## config.mk

```make
export PLATFORM = sky130hd
export DESIGN_NAME = smm_lane
export DESIGN_NICKNAME = d
export VERILOG_FILES = /design/src/hw/rtl/smm_pkg.sv /design/src/hw/rtl/smm_ram.sv /design/src/hw/rtl/smm_lane.sv
export SDC_FILE = /design/constraint.sdc
export NUM_CORES = 2
export LEC_CHECK = 0
export ABC_CLOCK_PERIOD_IN_PS = 6650
export BUFFER_PORTS_ARGS = -buffer_cell sky130_fd_sc_hd__buf_2
export CAP_MARGIN = 0
export CORE_ASPECT_RATIO = 1.5
export CORE_UTILIZATION = 38
export CTS_BUF_LIST = sky130_fd_sc_hd__clkbuf_4 sky130_fd_sc_hd__clkbuf_8 sky130_fd_sc_hd__clkbuf_16
export CTS_CLUSTER_DIAMETER = 50
export CTS_CLUSTER_SIZE = 25
export DETAILED_ROUTE_END_ITERATION = 8
export PLACE_DENSITY_LB_ADDON = 0.12
export SLEW_MARGIN = 20
export SYNTH_ARGS = -nofsm -noshare
export SYNTH_HDL_FRONTEND = slang
export SYNTH_SLANG_ARGS = --single-unit
```

## constraint.sdc

```tcl
create_clock -name clk_i -period 6.65 [get_ports clk_i]
set_input_delay 1.995 -clock clk_i [delete_from_list [all_inputs] [get_ports clk_i]]
set_output_delay 1.995 -clock clk_i [all_outputs]
set_load 0.05 [all_outputs]
```

## src/hw/rtl/smm_pkg.sv

```systemverilog
// Package for the square matrix multiply unit.
// Holds data widths, register map, state encoding and the lane control struct.
// No dependencies.
package smm_pkg;

  localparam int unsigned DATA_W  = 32;
  localparam int unsigned SIZE_W  = 4;
  localparam logic [SIZE_W-1:0] SIZE_RESET = 4'd8;

  localparam int unsigned PADDR_W   = 3;
  localparam int unsigned PDATA_W   = 32;
  localparam int unsigned REG_IDX_W = PADDR_W - 2;

  typedef enum logic [REG_IDX_W-1:0] {
    REG_MATRIX_SIZE
  } reg_idx_e;

  typedef enum logic {
    ST_LOAD,
    ST_COMPUTE
  } state_e;

  typedef struct packed {
    logic wr_a;
    logic wr_b;
    logic rd;
    logic active;
  } lane_ctl_t;

endpackage

```

## src/hw/rtl/smm_ram.sv

```systemverilog
// Generic single-write, single-read RAM with registered read data.
// No dependencies.
module smm_ram #(
  parameter int unsigned WIDTH = 32,
  parameter int unsigned DEPTH = 8
) (
  input  logic                     clk_i,
  input  logic                     we_i,
  input  logic [$clog2(DEPTH)-1:0] waddr_i,
  input  logic [WIDTH-1:0]         wdata_i,
  input  logic                     re_i,
  input  logic [$clog2(DEPTH)-1:0] raddr_i,
  output logic [WIDTH-1:0]         rdata_o
);

  logic [WIDTH-1:0] mem_q [DEPTH];
  logic [WIDTH-1:0] rdata_q;

  always_ff @(posedge clk_i) begin
    if (we_i) begin
      mem_q[waddr_i] <= wdata_i;
    end
    if (re_i) begin
      rdata_q <= mem_q[raddr_i];
    end
  end

  assign rdata_o = rdata_q;

endmodule

```

## src/hw/rtl/smm_lane.sv

```systemverilog
// One multiply lane: column k of the first matrix, row k of the second, and
// a registered product. Depends on smm_pkg and smm_ram.
module smm_lane #(
  parameter int unsigned MAX_SIZE = 8
) (
  input  logic                         clk_i,
  input  smm_pkg::lane_ctl_t           ctl_i,
  input  logic [$clog2(MAX_SIZE)-1:0]  wr_addr_a_i,
  input  logic [$clog2(MAX_SIZE)-1:0]  wr_addr_b_i,
  input  logic [smm_pkg::DATA_W-1:0]   wr_data_a_i,
  input  logic [smm_pkg::DATA_W-1:0]   wr_data_b_i,
  input  logic [$clog2(MAX_SIZE)-1:0]  rd_addr_a_i,
  input  logic [$clog2(MAX_SIZE)-1:0]  rd_addr_b_i,
  output logic [smm_pkg::DATA_W-1:0]   prod_o
);
  import smm_pkg::*;

  logic [DATA_W-1:0] rd_a;
  logic [DATA_W-1:0] rd_b;
  logic [DATA_W-1:0] prod_q;

  smm_ram #(.WIDTH(DATA_W), .DEPTH(MAX_SIZE)) u_ram_a (
    .clk_i   (clk_i),
    .we_i    (ctl_i.wr_a),
    .waddr_i (wr_addr_a_i),
    .wdata_i (wr_data_a_i),
    .re_i    (ctl_i.rd),
    .raddr_i (rd_addr_a_i),
    .rdata_o (rd_a)
  );

  smm_ram #(.WIDTH(DATA_W), .DEPTH(MAX_SIZE)) u_ram_b (
    .clk_i   (clk_i),
    .we_i    (ctl_i.wr_b),
    .waddr_i (wr_addr_b_i),
    .wdata_i (wr_data_b_i),
    .re_i    (ctl_i.rd),
    .raddr_i (rd_addr_b_i),
    .rdata_o (rd_b)
  );

  // Lanes beyond the matrix size contribute zero.
  always_ff @(posedge clk_i) begin
    if (ctl_i.rd) begin
      prod_q <= ctl_i.active ? DATA_W'(rd_a * rd_b) : '0;
    end
  end

  assign prod_o = prod_q;

endmodule

```

== After elaboration in Yosys (flattened, before gate mapping) ==
Memory sizes are Yosys's and may differ from the RTL's. A register that Yosys moved wholly into a read port is not among the register bits.
Index checks and enable logic that the tools add are counted.
Widths: inputs -> output; s select.
Word-level totals
  output and inout bits: 32
  memories kept: 2
  memory bits (writable): 512
  flip-flop bits (word level): 32
  word-level logic and storage cells: 8
  bits of input ports: 81
  bits in latches: 0
  bits in read-only memories: 0
Cells by class
  equal/unequal tests: 0
  bitwise gates (word level): 0
  $lt $le $gt $ge: 0
  divide/modulo/power cells: 0
  mux-type cells: 4
  multiply operators: 1
  reduce and logical (&&, ||, !) cells: 0
  shifts and indexed selects: 0
  add/subtract/negate cells: 0
Memory list
  u_ram_a.mem_q: depth 8, width 32, read ports 1, clocked after memory_dff 1, write ports 1, line smm_ram.sv:16  | logic [WIDTH-1:0] mem_q [DEPTH];
  u_ram_b.mem_q: depth 8, width 32, read ports 1, clocked after memory_dff 1, write ports 1, line smm_ram.sv:16
Operators by type and width (number)
  $mul 32x32->32: 1
  $mux 1: 4

== Logic depth before layout (Yosys ltp) ==
  depth after elaboration: 2
  mapped depth: 26
  mapped depth without buffers: 24

== Modules after synthesis ==
A second synthesis with hierarchy kept.
Unflattened totals
  cells, all modules: 2594
  area total of the unflattened synthesis: 38485.7 um2
Modules (own cells, without submodules)
  smm_ram: area each 10786.6 um2, times used 2, cells each 415, seq. area each 8648.3 um2
  smm_lane: area each 16912.5 um2, times used 1, cells each 1764, seq. area each 960.9 um2

== Worst setup path before layout ==
OpenSTA, ideal clock, no wires.
  kind: reg-to-reg
  start: register u_ram_b.rdata_q[2], in the netlist u_ram_b.rdata_o[2], read port of u_ram_b.mem_q
  end: register prod_q[30], in the netlist prod_o[30] (data pin)
  setup slack: -0.053 ns
  cell stages (with the launch flop): 25
  path buffers: 2
  data required time: 6.382 ns
  period minus slack after synthesis: 6.703 ns
  library setup time: 0.268 ns
  arrival time: 6.435 ns
  cells stage by stage: edfxtp_1 clkbuf_1 clkbuf_1 and2_1 fa_1 inv_1 fa_1 fa_1 fa_1 inv_1 fa_1 inv_1 fa_1 inv_1 fa_1 fa_1 ha_1 a21o_1 a21oi_1 nor2_1 a21oi_1 o21ai_2 o311a_1 nor3_1 nor3_2
Between the ends
  longest elaborated chain between the ends: 1
Ends and longest elaborated chain
  from (decl): line smm_ram.sv:17  | logic [WIDTH-1:0] rdata_q;
  $mul 32x32->32: line smm_lane.sv:45  | prod_q <= ctl_i.active ? DATA_W'(rd_a * rd_b) : '0;
  to (signal assigned): line smm_lane.sv:45
  to (decl): line smm_lane.sv:20  | logic [DATA_W-1:0] prod_q;
Every way passes these cells.
A chain may end at the register's enable or synchronous reset.

== Worst setup path after layout ==
  start: register u_ram_a.rdata_q[13], in the netlist u_ram_a.rdata_o[13], read port of u_ram_a.mem_q
  end: register prod_q[31], in the netlist prod_o[31] (data pin)
Between the ends
  longest elaborated chain between the ends: 1
Ends and longest elaborated chain (line)
  from (decl): smm_ram.sv:17
  $mul 32x32->32: smm_lane.sv:45
Every way passes these cells.

==> results_dict.tcl <==
set metrics [dict create \
    status "finished, violations left" \
    violations "setup timing" \
    crit_type "flip-flop to flip-flop" \
    fillCellCount 8856 \
    r2r_cells 23 \
    cap_violations 0 \
    viasPerCell 4.929 \
    r2r_end "prod_o[31]" \
    antenna_left 0 \
    dpl_cell_area_um2 41600 \
    syn_inst 2604 \
    min_to "u_ram_a.rdata_o[6]" \
    synth_most_common_cell "edfxtp_1" \
    num_rows 141 \
    setup_tns_ns -0.5422 \
    ioPinCount 113 \
    end_kind "flip-flop" \
    fin_crit_sh_pct 102.4 \
    synth_fa_ha_area_share_pct 25.52 \
    dp_hpwl_mm 66.87 \
    synth-async-reset-ratio_pct 0 \
    synth_mux_area_share_pct 9.502 \
    r2r-start "u_ram_a.rdata_o[13]" \
    grt_pass1_wl_mm 141.5 \
    synth.avg_cell_area_um2 14.60 \
    wl_per_cell_um 21.96 \
    cts_max_path_buffers 3 \
    cp-start-kind "flip-flop" \
    track_usage_pct 18.89 \
    grt_pass1_vias 23590 \
    fin_crit_ns 6.809 \
    crit_required_ns 7.05 \
    worst_pin_slew_ns 1.083 \
    critPathMaxStageDelay_ns 0.55 \
    min_from "u_ram_a.mem_q[6][6]" \
    drive_above_1_share_pct 27.71 \
    syn-cell-area_um2 38030 \
    drt_iter0_markers 1030 \
    cts.sinks 608 \
    crit_buf_inv 5 \
    setup_viol 6 \
    grt_max_degree 49 \
    final_area_um2 44710 \
    synth_compound_area_share_pct 1.448 \
    gr-total-overflow 0 \
    crit_chain "and2_1 > fa_1 > fa_1 > fa_1 > inv_1 > fa_1 > inv_1 > fa_1 > inv_1 > fa_1 > inv_2 > fa_2 > fa_2 > ha_4 > and3_4 > o211ai_1 > a41oi_2 > buf_4 > nor2_4 > o21ai_2 > o2111ai_2 > a21oi_2 > nor3_2" \
    die_w_um 260.3 \
    synth_xor_area_share_pct 1.819 \
    dp_slack_ns -0.2679 \
    finalClockSkew_ns 0.04956 \
    critPathMaxFanout 5 \
    path_clk_slew_ns 0.07 \
    antenna_found_initial 13 \
    yosys.area.top_type "edfxtp_1" \
    critical_path.most_common_cell "fa_1" \
    cp.arrival_ns 7.21 \
    synth_cell_type_count 47 \
    synth-edff-count 608 \
    area_growth_pct 17.57 \
    drc_errors 0 \
    hp-class "flip-flop to flip-flop" \
    hold_path_depth 2 \
    clock_latency_ns 0.68 \
    grt_setup_unrepaired "true" \
    ys.flop_type "edfxtp_1" \
    hold_viol 0 \
    reg2reg_slack_ns -0.16 \
    wl_mm 92.90 \
    synth.top_cell.area_share_pct 48.01 \
    synth_seq_area_share_pct 48.01 \
    synth-simple-area-share_pct 8.926 \
    drt-pass1-iter-count 6 \
    holdWs_ns 0.7495 \
    vias 20860 \
    cts_tree "yes" \
    root_buffer "clkbuf_16" \
    ys_top_cells_by_area "edfxtp_1, fa_1, mux4_2, and2_1, ha_1" \
    synth.cells.most_frequent "edfxtp_1, fa_1, and2_1" \
    crit_path_top_delay_cell "fa_1" \
    die_area_um2 101400 \
    die_h_um 389.5 \
    final_max_slew_viol_count 0 \
    core_um2 98790 \
    slew_headroom_pct 27.80 \
    cpLargestDelayFamily "adder cells" \
    ctsHoldBuffers 0 \
    ys_warn_count 0 \
    synth_top_family_by_area "adder cells" \
    cts_buffers 55 \
    max_freq_mhz 146.9 \
    fin_nets 3507 \
    gp_congestion 0.8246 \
    syn_nets 3216 \
    initial_core_util_pct 38.49 \
    portBuffers 112 \
    htreeDepth 2 \
    setup_ws_ns -0.1590 \
    synth-seq-cells 608 \
]
cell usage in the layout (no fill, tap or decap), types with 4 or more instances in the layout:
cell and n:
edfxtp_1 608, buf_2 111, o21a_1 8, fa_2 40
nor3_2 8, inv_8 8, nand2_1 171, and2_4 21
clkinv_8 10, inv_6 8, buf_6 30, inv_12 4
nor2_1 32, a21oi_2 9, xnor2_1 60, buf_12 15
inv_2 23, nor2_4 14, mux2_2 64, xor2_1 19
nand2b_1 9, o21ai_0 7, and2_1 350, mux4_2 128
fa_1 368, o21ai_2 7, buf_4 194, inv_1 337
a21o_1 15, ha_4 22, inv_16 8, nor3_1 7
clkinv_1 4, clkbuf_16 56, a21oi_1 9, ha_1 100
flip-flops by register name, indices dropped and copies added (netlist names):
| signal | count |
|---|---|
| prod_o | 32 |
| u_ram_a.rdata_o | 32 |
| u_ram_b.rdata_o | 32 |
| u_ram_b.mem_q | 256 |
| u_ram_a.mem_q | 256 |
kinds of logic (layout without fill, tap and decap cells):
family	count (synthesis)	in the layout
AOI/OAI and AO/OA	81	81
xor gates and xnor gates	79	79
adders and majority gates	531	531
buffers and inverters	479	816
DFF	608	608
muxes	193	193
other	0	3
and+or+nand+nor	633	633
metrics by stage:
step | instances | utilization, %
after global placement | 4090 | 42.10
after detailed placement | 4090 | 42.10
final | 4231 | 45.26
after CTS | 4214 | 44.54
after global routing | 4229 | 45.25
after floorplan | 2604 | -
tightest hold or removal path, stage by stage, from the launching register on:
cell	delay, ns
edfxtp_1	0.31
mux4_2	0.21
mux2_2	0.13
layout make-up:
type	instances	area, um2	area share [%]
Multi-Input combinational cell	1517	18740	41.91
Sequential cell	608	18260	40.83
Timing Repair Buffer	352	2690	6.017
Tap cell	1287	1610	3.602
Clock buffer	56	1384	3.095
Inverter	361	1355	3.031
Clock inverter	47	670.6	1.500
Antenna cell	3	7.507	0.01679
metal layers:
metal,GRT usage [%],vias up,share of wire [%]
li1,-,9339,-
met1,21.54,11060,38
met2,35.88,308,56
met3,2.414,146,2.9
met4,6.231,8,3.3
met5,0,-,0.052
what timing repair did:
item                                    CTS  global route
endpoints found under the setup margin   13            18
resized for setup                        58           146
cloned                                    0             2
setup buffers                            21            13
pin swaps                                51            89
worst max-delay path by stage:
stage / start / endpoint / slack [ns] / depth (start not counted)
2_1_floorplan: u_ram_b.rdata_o[2] / prod_o[30] / 0.002 / 24
3_3_place_gp: u_ram_a.rdata_o[16] / prod_o[31] / -0.22 / 23
3_5_place_dp: u_ram_b.rdata_o[6] / prod_o[31] / -0.27 / 23
4_1_cts: u_ram_a.rdata_o[8] / prod_o[31] / -0.13 / 24
5_1_grt: u_ram_b.rdata_o[3] / prod_o[29] / -0.36 / 24
6_report: u_ram_a.rdata_o[13] / prod_o[31] / -0.16 / 23
Power is not shown: default switching activity piles up to over one toggle a cycle in this logic, so the estimate is an artifact.
