$ cat config.mk
export PLATFORM = sky130hd
export DESIGN_NAME = smm_merge
export DESIGN_NICKNAME = d
export VERILOG_FILES = /design/src/hw/rtl/smm_pkg.sv /design/src/hw/rtl/smm_merge.sv
export SDC_FILE = /design/constraint.sdc
export NUM_CORES = 1
export LEC_CHECK = 0
export ABC_AREA = 1
export BUFFER_PORTS_ARGS = -buffer_cell sky130_fd_sc_hd__buf_2
export CAP_MARGIN = 20
export CORE_ASPECT_RATIO = 1.4
export CORE_MARGIN = 2
export CORE_UTILIZATION = 65
export DETAILED_ROUTE_END_ITERATION = 7
export PLACE_DENSITY = 0.88
export SKIP_LAST_GASP = 1
export SLEW_MARGIN = 20
export SYNTH_ARGS = -nofsm -noshare
export SYNTH_HDL_FRONTEND = slang
export SYNTH_SLANG_ARGS = --single-unit
$ cat constraint.sdc
create_clock -name clk_i -period 4.7 [get_ports clk_i]
set_input_delay 0.47 -clock clk_i [delete_from_list [all_inputs] [get_ports clk_i]]
set_output_delay 0.47 -clock clk_i [all_outputs]
set_load 0.005 [all_outputs]
$ cat src/hw/rtl/smm_pkg.sv
// Package for the square matrix multiply unit.
// Holds data widths, register map, state encoding and the lane control struct.
// No dependencies.
package smm_pkg;

  localparam int unsigned DATA_W  = 32;
  localparam int unsigned SIZE_W  = 4;
  localparam logic [SIZE_W-1:0] SIZE_RESET = 4'd8;

  localparam int unsigned PADDR_W   = 3;
  localparam int unsigned PDATA_W   = 32;
  localparam int unsigned REG_IDX_W = PADDR_W - 2;

  typedef enum logic [REG_IDX_W-1:0] {
    REG_MATRIX_SIZE
  } reg_idx_e;

  typedef enum logic {
    ST_LOAD,
    ST_COMPUTE
  } state_e;

  typedef struct packed {
    logic wr_a;
    logic wr_b;
    logic rd;
    logic active;
  } lane_ctl_t;

endpackage

$ cat src/hw/rtl/smm_merge.sv
// Registered adder tree that sums the lane products into one dot product.
// Depends on smm_pkg.
module smm_merge #(
  parameter int unsigned LANES = 8
) (
  input  logic                       clk_i,
  input  logic                       rst_ni,
  input  logic                       en_i,
  input  logic                       valid_i,
  input  logic                       last_i,
  input  logic [smm_pkg::DATA_W-1:0] val_i [LANES],
  output logic [smm_pkg::DATA_W-1:0] sum_o,
  output logic                       valid_o,
  output logic                       last_o
);
  import smm_pkg::*;

  localparam int unsigned LEVELS = $clog2(LANES);
  localparam int unsigned PAD    = 1 << LEVELS;

  logic [DATA_W-1:0] leaf [PAD];
  logic [DATA_W-1:0] node_q [1:LEVELS][PAD];
  logic [LEVELS:1]   vld_q;
  logic [LEVELS:1]   lst_q;

  for (genvar m = 0; m < PAD; m++) begin : g_leaf
    if (m < LANES) begin : g_used
      assign leaf[m] = val_i[m];
    end else begin : g_pad
      assign leaf[m] = '0;
    end
  end

  for (genvar l = 1; l <= LEVELS; l++) begin : g_lvl
    for (genvar m = 0; m < (PAD >> l); m++) begin : g_node
      if (l == 1) begin : g_first
        always_ff @(posedge clk_i) begin
          if (en_i) begin
            node_q[l][m] <= leaf[2*m] + leaf[2*m+1];
          end
        end
      end else begin : g_inner
        always_ff @(posedge clk_i) begin
          if (en_i) begin
            node_q[l][m] <= node_q[l-1][2*m] + node_q[l-1][2*m+1];
          end
        end
      end
    end
  end

  always_ff @(posedge clk_i or negedge rst_ni) begin
    if (!rst_ni) begin
      vld_q <= '0;
      lst_q <= '0;
    end else if (en_i) begin
      vld_q[1] <= valid_i;
      lst_q[1] <= last_i;
      for (int l = 2; l <= LEVELS; l++) begin
        vld_q[l] <= vld_q[l-1];
        lst_q[l] <= lst_q[l-1];
      end
    end
  end

  assign sum_o   = node_q[LEVELS][0];
  assign valid_o = vld_q[LEVELS];
  assign last_o  = lst_q[LEVELS];

endmodule

; Yosys cells after proc, flatten, opt, wreduce, memory -nomap -nowiden
; Memory sizes are Yosys's and may differ from the RTL's.
; Index checks and enable logic that the tools add are counted.
[classes]
n_addsub = 7
n_eq_ne = 0
bitwise_logic = 0
n_lt_le_gt_ge = 0
div = 0
shifts = 0
n_reduce_logical = 0
muxes = 2
n_mul = 0
[ops]
columns = cell, n
row1 = $add 32x32->32, 7
row2 = $mux 1, 2
[totals]
output_inout_bits = 34
mem_count = 1
reg_bits = 6
latchBits = 0
in_bits = 261
mem_bits_ro = 0
elab_cells = 12
mem_bits_rw = 384
[memory_table]
columns = name, depth, width, rd, rd_ports_with_merged_regs, wr, line_no
row1 = node_q, 3, 128, 3, 0, 3, smm_merge.sv:22  ; logic [DATA_W-1:0] node_q [1:LEVELS][PAD];

; Depth between registers and ports, before layout
; Gate-level depths: netlist of the first run.
[logic_depth]
depth_word = 2
mapped_depth = 12
mapped_depth_nobuf = 12

; Worst setup path before layout of the first run
; OpenSTA, ideal clock, no wires.
[synth_path]
kind = input to register
start = input val_i[192] in the netlist's numbering
end = register node_q[0][252] (netlist name)
path_buffers = 0
arrival_time_ns = 1.769
cell_stages = 12
required_time_ns = 4.448
slack_ns = 2.679
setup_time_ns = 0.252
path_cell_list = ha_1 -> fa_1 -> nand3_1 -> nand3_2 -> nand2_1 -> nand2_2 -> nand2_2 -> nand2_2 -> nand2_1 -> nand2_1 -> nand2_1 -> nand2_1
[synth_lines]
columns = item, line_no
row1 = start: declaration, smm_merge.sv:11  ; input logic [smm_pkg::DATA_W-1:0] val_i [LANES],

==> metrics.md, run 1 <==
| Metric | Value |
|---|---|
| Outcome | `finished clean` |
| First drt pass iteration count | `6` |
| Number of synthesized flops with an enable pin | `roughly 220` |
| Syn_area_per_cell | `6.34 um2` |
| Antenna violations before repair | `1` |
| Yosys top cell by area | `edfxtp_1` |
| Setup crit end kind | `flip-flop` |
| Final Hold Fails | `0` |
| Root Buffer | `clkbuf_16` |
| Synth cell count leaders | `nand2_1 (1577), inv_1 (786), nor2_1 (273)` |
| First-pass GRT wire length | `99.6 mm` |
| Area after DPL | `0.0254 mm2` |
| Highest clock rate | `454 MHz` |
| YS warnings | `0` |
| Total die area | `around 0.038 mm2` |
| Global Route Usage Sum | `roughly a third` |
| H-tree levels | `1` |
| DR vias | `23.1k` |
| Drt wl/cell | `13.7 um` |
| Sink Count | `230` |
| Count leader, synth | `nand2_1` |
| Sequential area share after synthesis | `29.2%` |
| Worst-Margin Slew | `0.720 ns` |
| Leak | `roughly 0.016 uW` |
| Vias in the first global route | `22.1k` |
| Setup Viol. Count Final | `0` |
| Asr flop ratio synth | `2.61%` |
| Hold Path Class | `in2reg` |
| Area Growth Syn to Fin | `10.9%` |
| Fraction of the mapped netlist area in compound gates | `about 3.7%` |
| Synth Net Count | `4200` |
| CTS tree | `built` |
| Cell Area, Synth | `roughly 0.024 mm2` |
| Cells along the critical path | `ha_1 -> fa_1 -> nand3_1 -> nand3_1 -> nand2_1 -> nand2_2 -> nand2_1 -> nand2_2 -> nand2_1 -> nand2_1 -> nand2_1 -> nand2_1` |
| Pwr dens | `between 300 and 400 mW/mm2` |
| DR iter-0 viols | `1584` |
| Worst skew pair latency | `between 0.5 and 0.6 ns` |
| Initial Util | `65.8%` |
| RD Place Congestion | `between 1 and 1.5` |
| GR Overflow Total | `0` |
| Critical path's slowest cell | `fa_1` |
| Part of the cycle the worst path needs | `roughly 47%` |
| Distinct cell type count after synthesis | `23` |
| Maximum VDD drop | `0.483 mV` |
| Clock transition at path regs | `about 0.06 ns` |
| Simple-gate share of the synthesized area | `37.2%` |
| Post-route cell area | `0.0261 mm2` |
| Residual DRC | `0` |
| Synth top area cells | `edfxtp_1 (29%), nand2_1 (25%), inv_1 (13%)` |
| Max-cap violations | `0` |
| Largest net degree at the start of global routing | `98` |
| Final setup TNS | `0 ns` |
| Synth Area in XOR/XNOR | `~4.2%` |
| Cells after Synth | `3715` |
| # port buffers | `294` |
| WP data required | `between 4 and 5 ns` |
| Share of cells above drive strength 1 | `10.6%` |
| Setup repair bufs after CTS | `0` |
| Crit path DAT | `2.49 ns` |
| CTS Buf Count | `24` |
| Slew Viols, Final | `0` |
| Fin nets | `4490` |
| Yosys reg bits | `230` |
| Routed WL | `approximately 61 mm` |
| Std cell rows | `82` |
| Buffer depth of the longest clock path | `3` |
| Reg-to-reg slack, setup | `2.50 ns` |
| Die Wd | `between 150 and 200 um` |
| Critical path class | `reg2reg` |
| Core box area | `0.0358 mm2` |
| Crit path largest cell delay | `0.47 ns` |
| Crit path time final | `2.20 ns` |
| WHS | `0.169 ns` |
| Detail Placement HPWL | `51.9 mm` |
| Synth Flop Type | `edfxtp_1` |
| Antenna cells | `0` |
| Post-DRT Antenna Nets | `0` |
| Clock skew | `0.0210 ns` |
| CP startpoint kind | `flip-flop` |
| Final Util | `73.0%` |
| Synth top area share | `28.5%` |
| Adder-Cell Fraction of Synth Area | `around an eighth` |
| Crit path top cell by count | `nand2_1` |
| Die H | `229 um` |
| RSZ-0062 raised after global routing | `false` |
| Post-synthesis mux area share | `less than 1%` |
| IO Pins | `between 200 and 300` |
| Max FO, Critical Path | `4` |
| Slew HR | `52.0%` |
| DR vias/cell | `5.16` |
| Main combinational cell family by area after synthesis | `simple AND/OR/NAND/NOR gates` |
==> placed cells by master, fill, tap and decap left out, drive strengths merged, types with 2 or more instances in the layout <==
cell      instances
fa                7
nand3           183
buf             295
xnor2             8
a21oi           142
mux2              2
ha              217
dfrtp             6
o21ai             2
nand2          1641
clkinvlp          3
clkbuf           28
o21bai           14
nor2            276
clkinv            9
nor3             35
nand4            27
a21o              7
inv             789
xor2            104
edfxtp          224
==> worst paths after layout <==
kind                                     startpoint                        to  cells after the start
min in group asynchronous                    rst_ni      lst_q[1]$_DFFE_PN0P_                      2
hold / removal                              valid_i      vld_q[1]$_DFFE_PN0P_                      3
setup reg to reg           node_q[0][128]$_DFFE_PP_  node_q[0][348]$_DFFE_PP_                     12
max in group asynchronous                    rst_ni      vld_q[3]$_DFFE_PN0P_                      2
hold reg to reg                lst_q[3]$_DFFE_PN0P_      lst_q[3]$_DFFE_PN0P_                      1
setup / recovery           node_q[0][128]$_DFFE_PP_  node_q[0][348]$_DFFE_PP_                     12
==> sequential cells by signal (all words and copies together), names as in the netlist <==
name	count
node_q	224
lst_q	3
vld_q	3
==> power by group <==
| part | switching (uW) | total [uW] | internal, uW | leakage [uW] |
|---|---|---|---|---|
| Combinational | 3390 | 5170 | 1780 | 0.0133 |
| Sequential | 200 | 3220 | 3020 | 0.00227 |
| Clock | 804 | 1780 | 975 | 0.000350 |
==> per-stage QoR <==
stage | power, uW | setup WS, ns | std cells
6_report | 10200 | 2.50 | 4483
2_1_floorplan | 6960 | 2.68 | 3715
4_1_cts | 10100 | 2.47 | 4483
5_1_grt | 11000 | 2.34 | 4483
3_3_place_gp | 8200 | 2.39 | 4440
3_5_place_dp | 8340 | 2.33 | 4440
==> worst max-delay path, delay by kind of cell, from the launching register on <==
kind                       cells  cell delay, ns
DFF                            1            0.39
adders and majority gates      2            0.74
and+or+nand+nor               10            0.82
==> routing by layer <==
layer	part of all wire [%]	global-route usage (%)
met4	6.0	18.7
met3	6.1	3.08
met2	49	59.9
met5	0.021	0
met1	38	36.9
==> repair_timing <==
action | CTS | global route
gates resized for setup | 0 | 0
hold buffers | 1 | 0
hold endpoints to repair | 6 | 0
==> cells by family (layout without fill, tap and decap cells) <==
group,count (synthesis),after routing
and+or+nand+nor,2163,2163
buffers and inverters,819,1125
DFF,230,230
adders and majority gates,224,224
AOI/OAI and AO/OA,165,165
xor gates and xnor gates,112,112
muxes,2,2
==> cell type report <==
cell class | instances | area (um2)
Sequential cell | 230 | 6880
Inverter | 786 | 2950
Fill cell | 3119 | 9670
Tap cell | 462 | 578
Timing Repair Buffer | 297 | 1520
Multi-Input combinational cell | 2666 | 13500
Clock inverter | 15 | 93.8
Clock buffer | 27 | 633
No activity file was read; power rests on OpenSTA's default activity.
==> inputs of run 2 (changes only) <==
--- a/config.mk
+++ b/config.mk
@@ -5,14 +5,14 @@
 export SDC_FILE = /design/constraint.sdc
 export NUM_CORES = 1
 export LEC_CHECK = 0
-export ABC_AREA = 1
+export ABC_AREA = 0
 export BUFFER_PORTS_ARGS = -buffer_cell sky130_fd_sc_hd__buf_2
 export CAP_MARGIN = 20
 export CORE_ASPECT_RATIO = 1.4
 export CORE_MARGIN = 2
-export CORE_UTILIZATION = 65
+export CORE_UTILIZATION = 53
 export DETAILED_ROUTE_END_ITERATION = 7
-export PLACE_DENSITY = 0.88
+export PLACE_DENSITY = 0.79
 export SKIP_LAST_GASP = 1
 export SLEW_MARGIN = 20
 export SYNTH_ARGS = -nofsm -noshare
==> constraint.sdc (replaced) <==
create_clock -name clk_i -period 1.9 [get_ports clk_i]
set_input_delay 0.19 -clock clk_i [delete_from_list [all_inputs] [get_ports clk_i]]
set_output_delay 0.19 -clock clk_i [all_outputs]
set_load 0.005 [all_outputs]
==> run 2 against run 1 <==
Net effect:
- register-to-register slack got worse by 4.0 ns
- global-route usage fell by 0.56 points
- sequential power rose to 2.7 times the previous value
- area after synthesis fell by 24%
- routed wire length rose by 19%
- flip-flop and latch count did not move
- critical path depth fell by 3
- the flow now finishes with violations (setup timing)
- via count fell by 17%
- first-iteration DRC count fell by 5.0%
- critical endpoint is now node_q[0][509]$_DFFE_PP_
- core utilization rose by 11 points
- clock power rose to 2.7 times the previous value
- clock-buffer cell count rose by 2
==> metrics.md, run 2 <==
| Metric | Value |
|---|---|
| Std cell rows | `79 (was 82)` |
| Leak | `0.0126 uW (was 0.0159 uW)` |
| Most frequent cells in the layout | `buf_4 (574), buf_2 (272), edfxtp_1 (224), ha_1 (156), a21oi_1 (108) (was nand2_1 (1577), inv_1 (786), buf_2 (293), nor2_1 (273), edfxtp_1 (224))` |
| Share of cells above drive strength 1 | `48.9% (was 10.6%)` |
| # fillers | `1658 (was 3119)` |
| Root Buffer | `clkbuf_16 (unchanged)` |
| Initial Util | `53.6% (was 65.8%)` |
| Clock transition at path regs | `0.07 ns (was 0.06 ns)` |
| Final setup TNS | `-79.49 ns (was 0 ns)` |
| Reg-to-Reg Start | `node_q[0][362]$_DFFE_PP_ (was node_q[0][128]$_DFFE_PP_)` |
| Count leader, synth | `edfxtp_1 (was nand2_1)` |
| Total Power | `33000 uW (was 10200 uW)` |
| Yosys reg bits | `230 (unchanged)` |
| Highest clock rate | `296 MHz (was 454 MHz)` |
| Antenna violations before repair | `5 (was 1)` |
| Final Non-Filler Cells | `3100 (was 4483)` |
| Number of synthesized flops with an enable pin | `224 (unchanged)` |
| Yosys top cell by area | `edfxtp_1 (unchanged)` |
| Worst R2R End | `node_q[0][509]$_DFFE_PP_ (was node_q[0][348]$_DFFE_PP_)` |
| Synth Flop Type | `edfxtp_1 (unchanged)` |
| Part of the cycle the worst path needs | `178% (was 46.9%)` |
| Length of routed met3 wiring | `6.07 mm (was 3.73 mm)` |
| Cells along the critical path | `ha_1 -> a21oi_1 -> nor3b_2 -> o31ai_4 -> a32oi_4 -> o31ai_4 -> a31o_4 -> a221oi_2 -> xnor2_1 (was ha_1 -> fa_1 -> nand3_1 -> nand3_1 -> nand2_1 -> nand2_2 -> nand2_1 -> nand2_2 -> nand2_1 -> nand2_1 -> nand2_1 -> nand2_1)` |
| # port buffers | `294 (unchanged)` |
| Largest registers | `node_q x224, lst_q x3, vld_q x3 (unchanged)` |
| Max FO, Critical Path | `3 (was 4)` |
| Post-DRT Antenna Nets | `0 (unchanged)` |
| Sequential area share after synthesis | `38.6% (was 29.2%)` |
| YS warnings | `0 (unchanged)` |
| Highest routed layer | `met5 (unchanged)` |
| CTS Buf Count | `23 (was 24)` |
| Slew Viols, Final | `0 (unchanged)` |
| Slew HR | `54.6% (was 52.0%)` |
| R2R depth | `9 (was 12)` |
| Detail Placement HPWL | `41.3 mm (was 51.9 mm)` |
| Critical path depth in cells | `9 (was 12)` |
| CTS tree | `built (unchanged)` |
| WP data required | `2.18 ns (was 4.98 ns)` |
| Asr flop ratio synth | `2.61% (unchanged)` |
| Crit path DAT | `3.66 ns (was 2.49 ns)` |
| Distinct cell type count after synthesis | `72 (was 23)` |
| Synth Net Count | `2221 (was 4200)` |
| Worst path top cell family by delay | `compound AO/OA/AOI/OAI gates (was simple AND/OR/NAND/NOR gates)` |
| Routed wl met2 | `35.6 mm (was 30.3 mm)` |
| Syn_area_per_cell | `10.3 um2 (was 6.34 um2)` |
| Reg-to-reg slack, setup | `-1.48 ns (was 2.50 ns)` |
| Worst skew pair latency | `0.54 ns (about the same)` |
| RD Place Congestion | `0.957 (was 1.00)` |
| Maximum VDD drop | `0.975 mV (was 0.483 mV)` |
| Slack of the critical path | `-1.48 ns (was 2.50 ns)` |
| Synth cell count leaders | `edfxtp_1 (224), ha_1 (217), a21oi_1 (166) (was nand2_1 (1577), inv_1 (786), nor2_1 (273))` |
| WP buf/inv | `0 (unchanged)` |
| Global Route Usage Sum | `32.3% (was 32.9%)` |
| First drt pass iteration count | `6 (unchanged)` |
| Setup Viol. Count Final | `139 (was 0)` |
| Failing checks | `setup timing` |
| H-tree levels | `1 (unchanged)` |
| Pwr dens | `1180 mW/mm2 (was 389 mW/mm2)` |
| Largest net degree at the start of global routing | `57 (was 98)` |
| Die H | `221 um (was 229 um)` |
| DP Cell Count | `2950 (was 4440)` |
| Residual DRC | `0 (unchanged)` |
| Area Growth Syn to Fin | `57.6% (was 10.9%)` |
| Max-cap violations | `0 (unchanged)` |
| Commonest non-fill, non-tap cell in the layout | `buf_4 (was nand2_1)` |
| Final Hold Fails | `0 (unchanged)` |
| Cells after Synth | `1736 (was 3715)` |
| Vias in the first global route | `18.4k (was 22.1k)` |
| First-pass GRT wire length | `91.2 mm (was 99.6 mm)` |
| Sink Count | `230 (unchanged)` |
| Setup crit end kind | `flip-flop (unchanged)` |
| Crit path top cell by count | `o31ai_4 (was nand2_1)` |
| RSZ-0062 raised after global routing | `true (was false)` |
| Worst-Margin Slew | `0.678 ns (was 0.720 ns)` |
| Hold Path Class | `in2async (was in2reg)` |
| Outcome | `finished with violations (was finished clean)` |
| DR iter-0 viols | `1505 (was 1584)` |
| Met1 WL | `23.9 mm (was 23.5 mm)` |
| Storage cell area | `0.00688 mm2 (unchanged)` |
| Clock skew | `0.0263 ns (was 0.0210 ns)` |
| Total die area | `0.0351 mm2 (was 0.0378 mm2)` |
| Core box area | `0.0332 mm2 (was 0.0358 mm2)` |
| Routed WL | `72.9 mm (was 61.2 mm)` |
| Synth top area cells | `edfxtp_1 (38%), ha_1 (15%), xnor2_1 (6.1%) (was edfxtp_1 (29%), nand2_1 (25%), inv_1 (13%))` |
| Fin nets | `3122 (was 4490)` |
| Dpl ws | `-1.20 ns (was 2.33 ns)` |
| Crit path time final | `3.38 ns (was 2.20 ns)` |
| Critical Path Source | `node_q[0][362]$_DFFE_PP_ (was node_q[0][128]$_DFFE_PP_)` |
| Buffer depth of the longest clock path | `3 (unchanged)` |
| Crit path largest cell delay | `0.64 ns (was 0.47 ns)` |
| Synth top area share | `37.8% (was 28.5%)` |
| Critical path's slowest cell | `nor3b_2 (was fa_1)` |
| Max FFs per register | `224 (unchanged)` |
| Largest register by flop count | `node_q (unchanged)` |
| Die Wd | `159 um (was 165 um)` |
| Cell Area, Synth | `0.0178 mm2 (was 0.0236 mm2)` |
| IO Pins | `295 (unchanged)` |
| CP startpoint kind | `flip-flop (unchanged)` |
| DR vias | `19.2k (was 23.1k)` |
| Multi-input logic area | `0.0129 mm2 (was 0.0135 mm2)` |
| Drt wl/cell | `23.5 um (was 13.7 um)` |
| Critical path class | `reg2reg (unchanged)` |
| DR vias/cell | `6.19 (was 5.16)` |
| GR Overflow Total | `0 (unchanged)` |
## run 2: cell types whose count changed after synthesis, moves of 26 or more
cell,delta
o21bai_1,+27
a21o_1,+101
nand2_1,-1476
clkbuf_1,+26
xnor2_1,+115
nand2_2,-64
o21ai_0,+77
nand3_1,-116
xor2_1,-33
inv_1,-731
o21a_1,+31
nor2_1,-188
## run 2: worst max path at each step
stage,slack (ns),to
2_1_floorplan,-0.96,node_q[0][351]$_DFFE_PP_
3_3_place_gp,-1.14,node_q[0][152]$_DFFE_PP_
3_5_place_dp,-1.20,node_q[0][156]$_DFFE_PP_
4_1_cts,-1.04,node_q[0][351]$_DFFE_PP_
5_1_grt,-1.47,node_q[0][509]$_DFFE_PP_
6_report,-1.48,node_q[0][509]$_DFFE_PP_
## run 2: what timing repair did
item                                    in CTS  in global routing
hold buffers                                 7                  0
pin swaps                                  154                190
endpoints found under the setup margin     115                141
gates resized for setup                    161                198
setup buffers                               79                 59
endpoints found under the hold margin       12                  0
## run 2: cells by family (layout without fill, tap and decap cells)
family	count (synthesis)	count (layout)	share of synthesized area (%)
fa+ha+maj	224	224	16.0
other cells	0	3	0
buf+inv	116	1032	3.13
simple gates	385	385	10.6
mux	8	8	0.492
flops	230	230	38.6
compound gates	579	579	21.5
xor+xnor	194	194	9.54
## run 2: per-layer routing
layer	vias up	global-route usage [%]
li1	8374	-
met1	9021	34.8
met2	1263	60.9
met3	518	4.14
met4	6	17.8
met5	-	0
## run 2: power breakdown
part           switching [uW]  internal [uW]
registers                 852           7700
clock network            1990           2760
logic                    9950           9740
total                   12800          20200
## run 2: area by class of cell
class	instances	share of cell area, %
repair buffers	937	24.0
flip-flops and latches	230	24.5
multi-input cells	1390	46.1
clock buffers	29	2.13
inverters	55	0.736
well taps	445	1.99
clock inverters	11	0.540
diodes	3	0.0268
## run 2: through the flow
step	area [um2]	hold slack, ns	utilization [%]
after detailed placement	24500	0.0218	73.8
after floorplan	18800	-0.106	-
final	28000	0.0391	84.5
after global placement	24500	0.0109	73.8
after global routing	28000	0.0404	84.4
after CTS	26800	0.00865	80.6
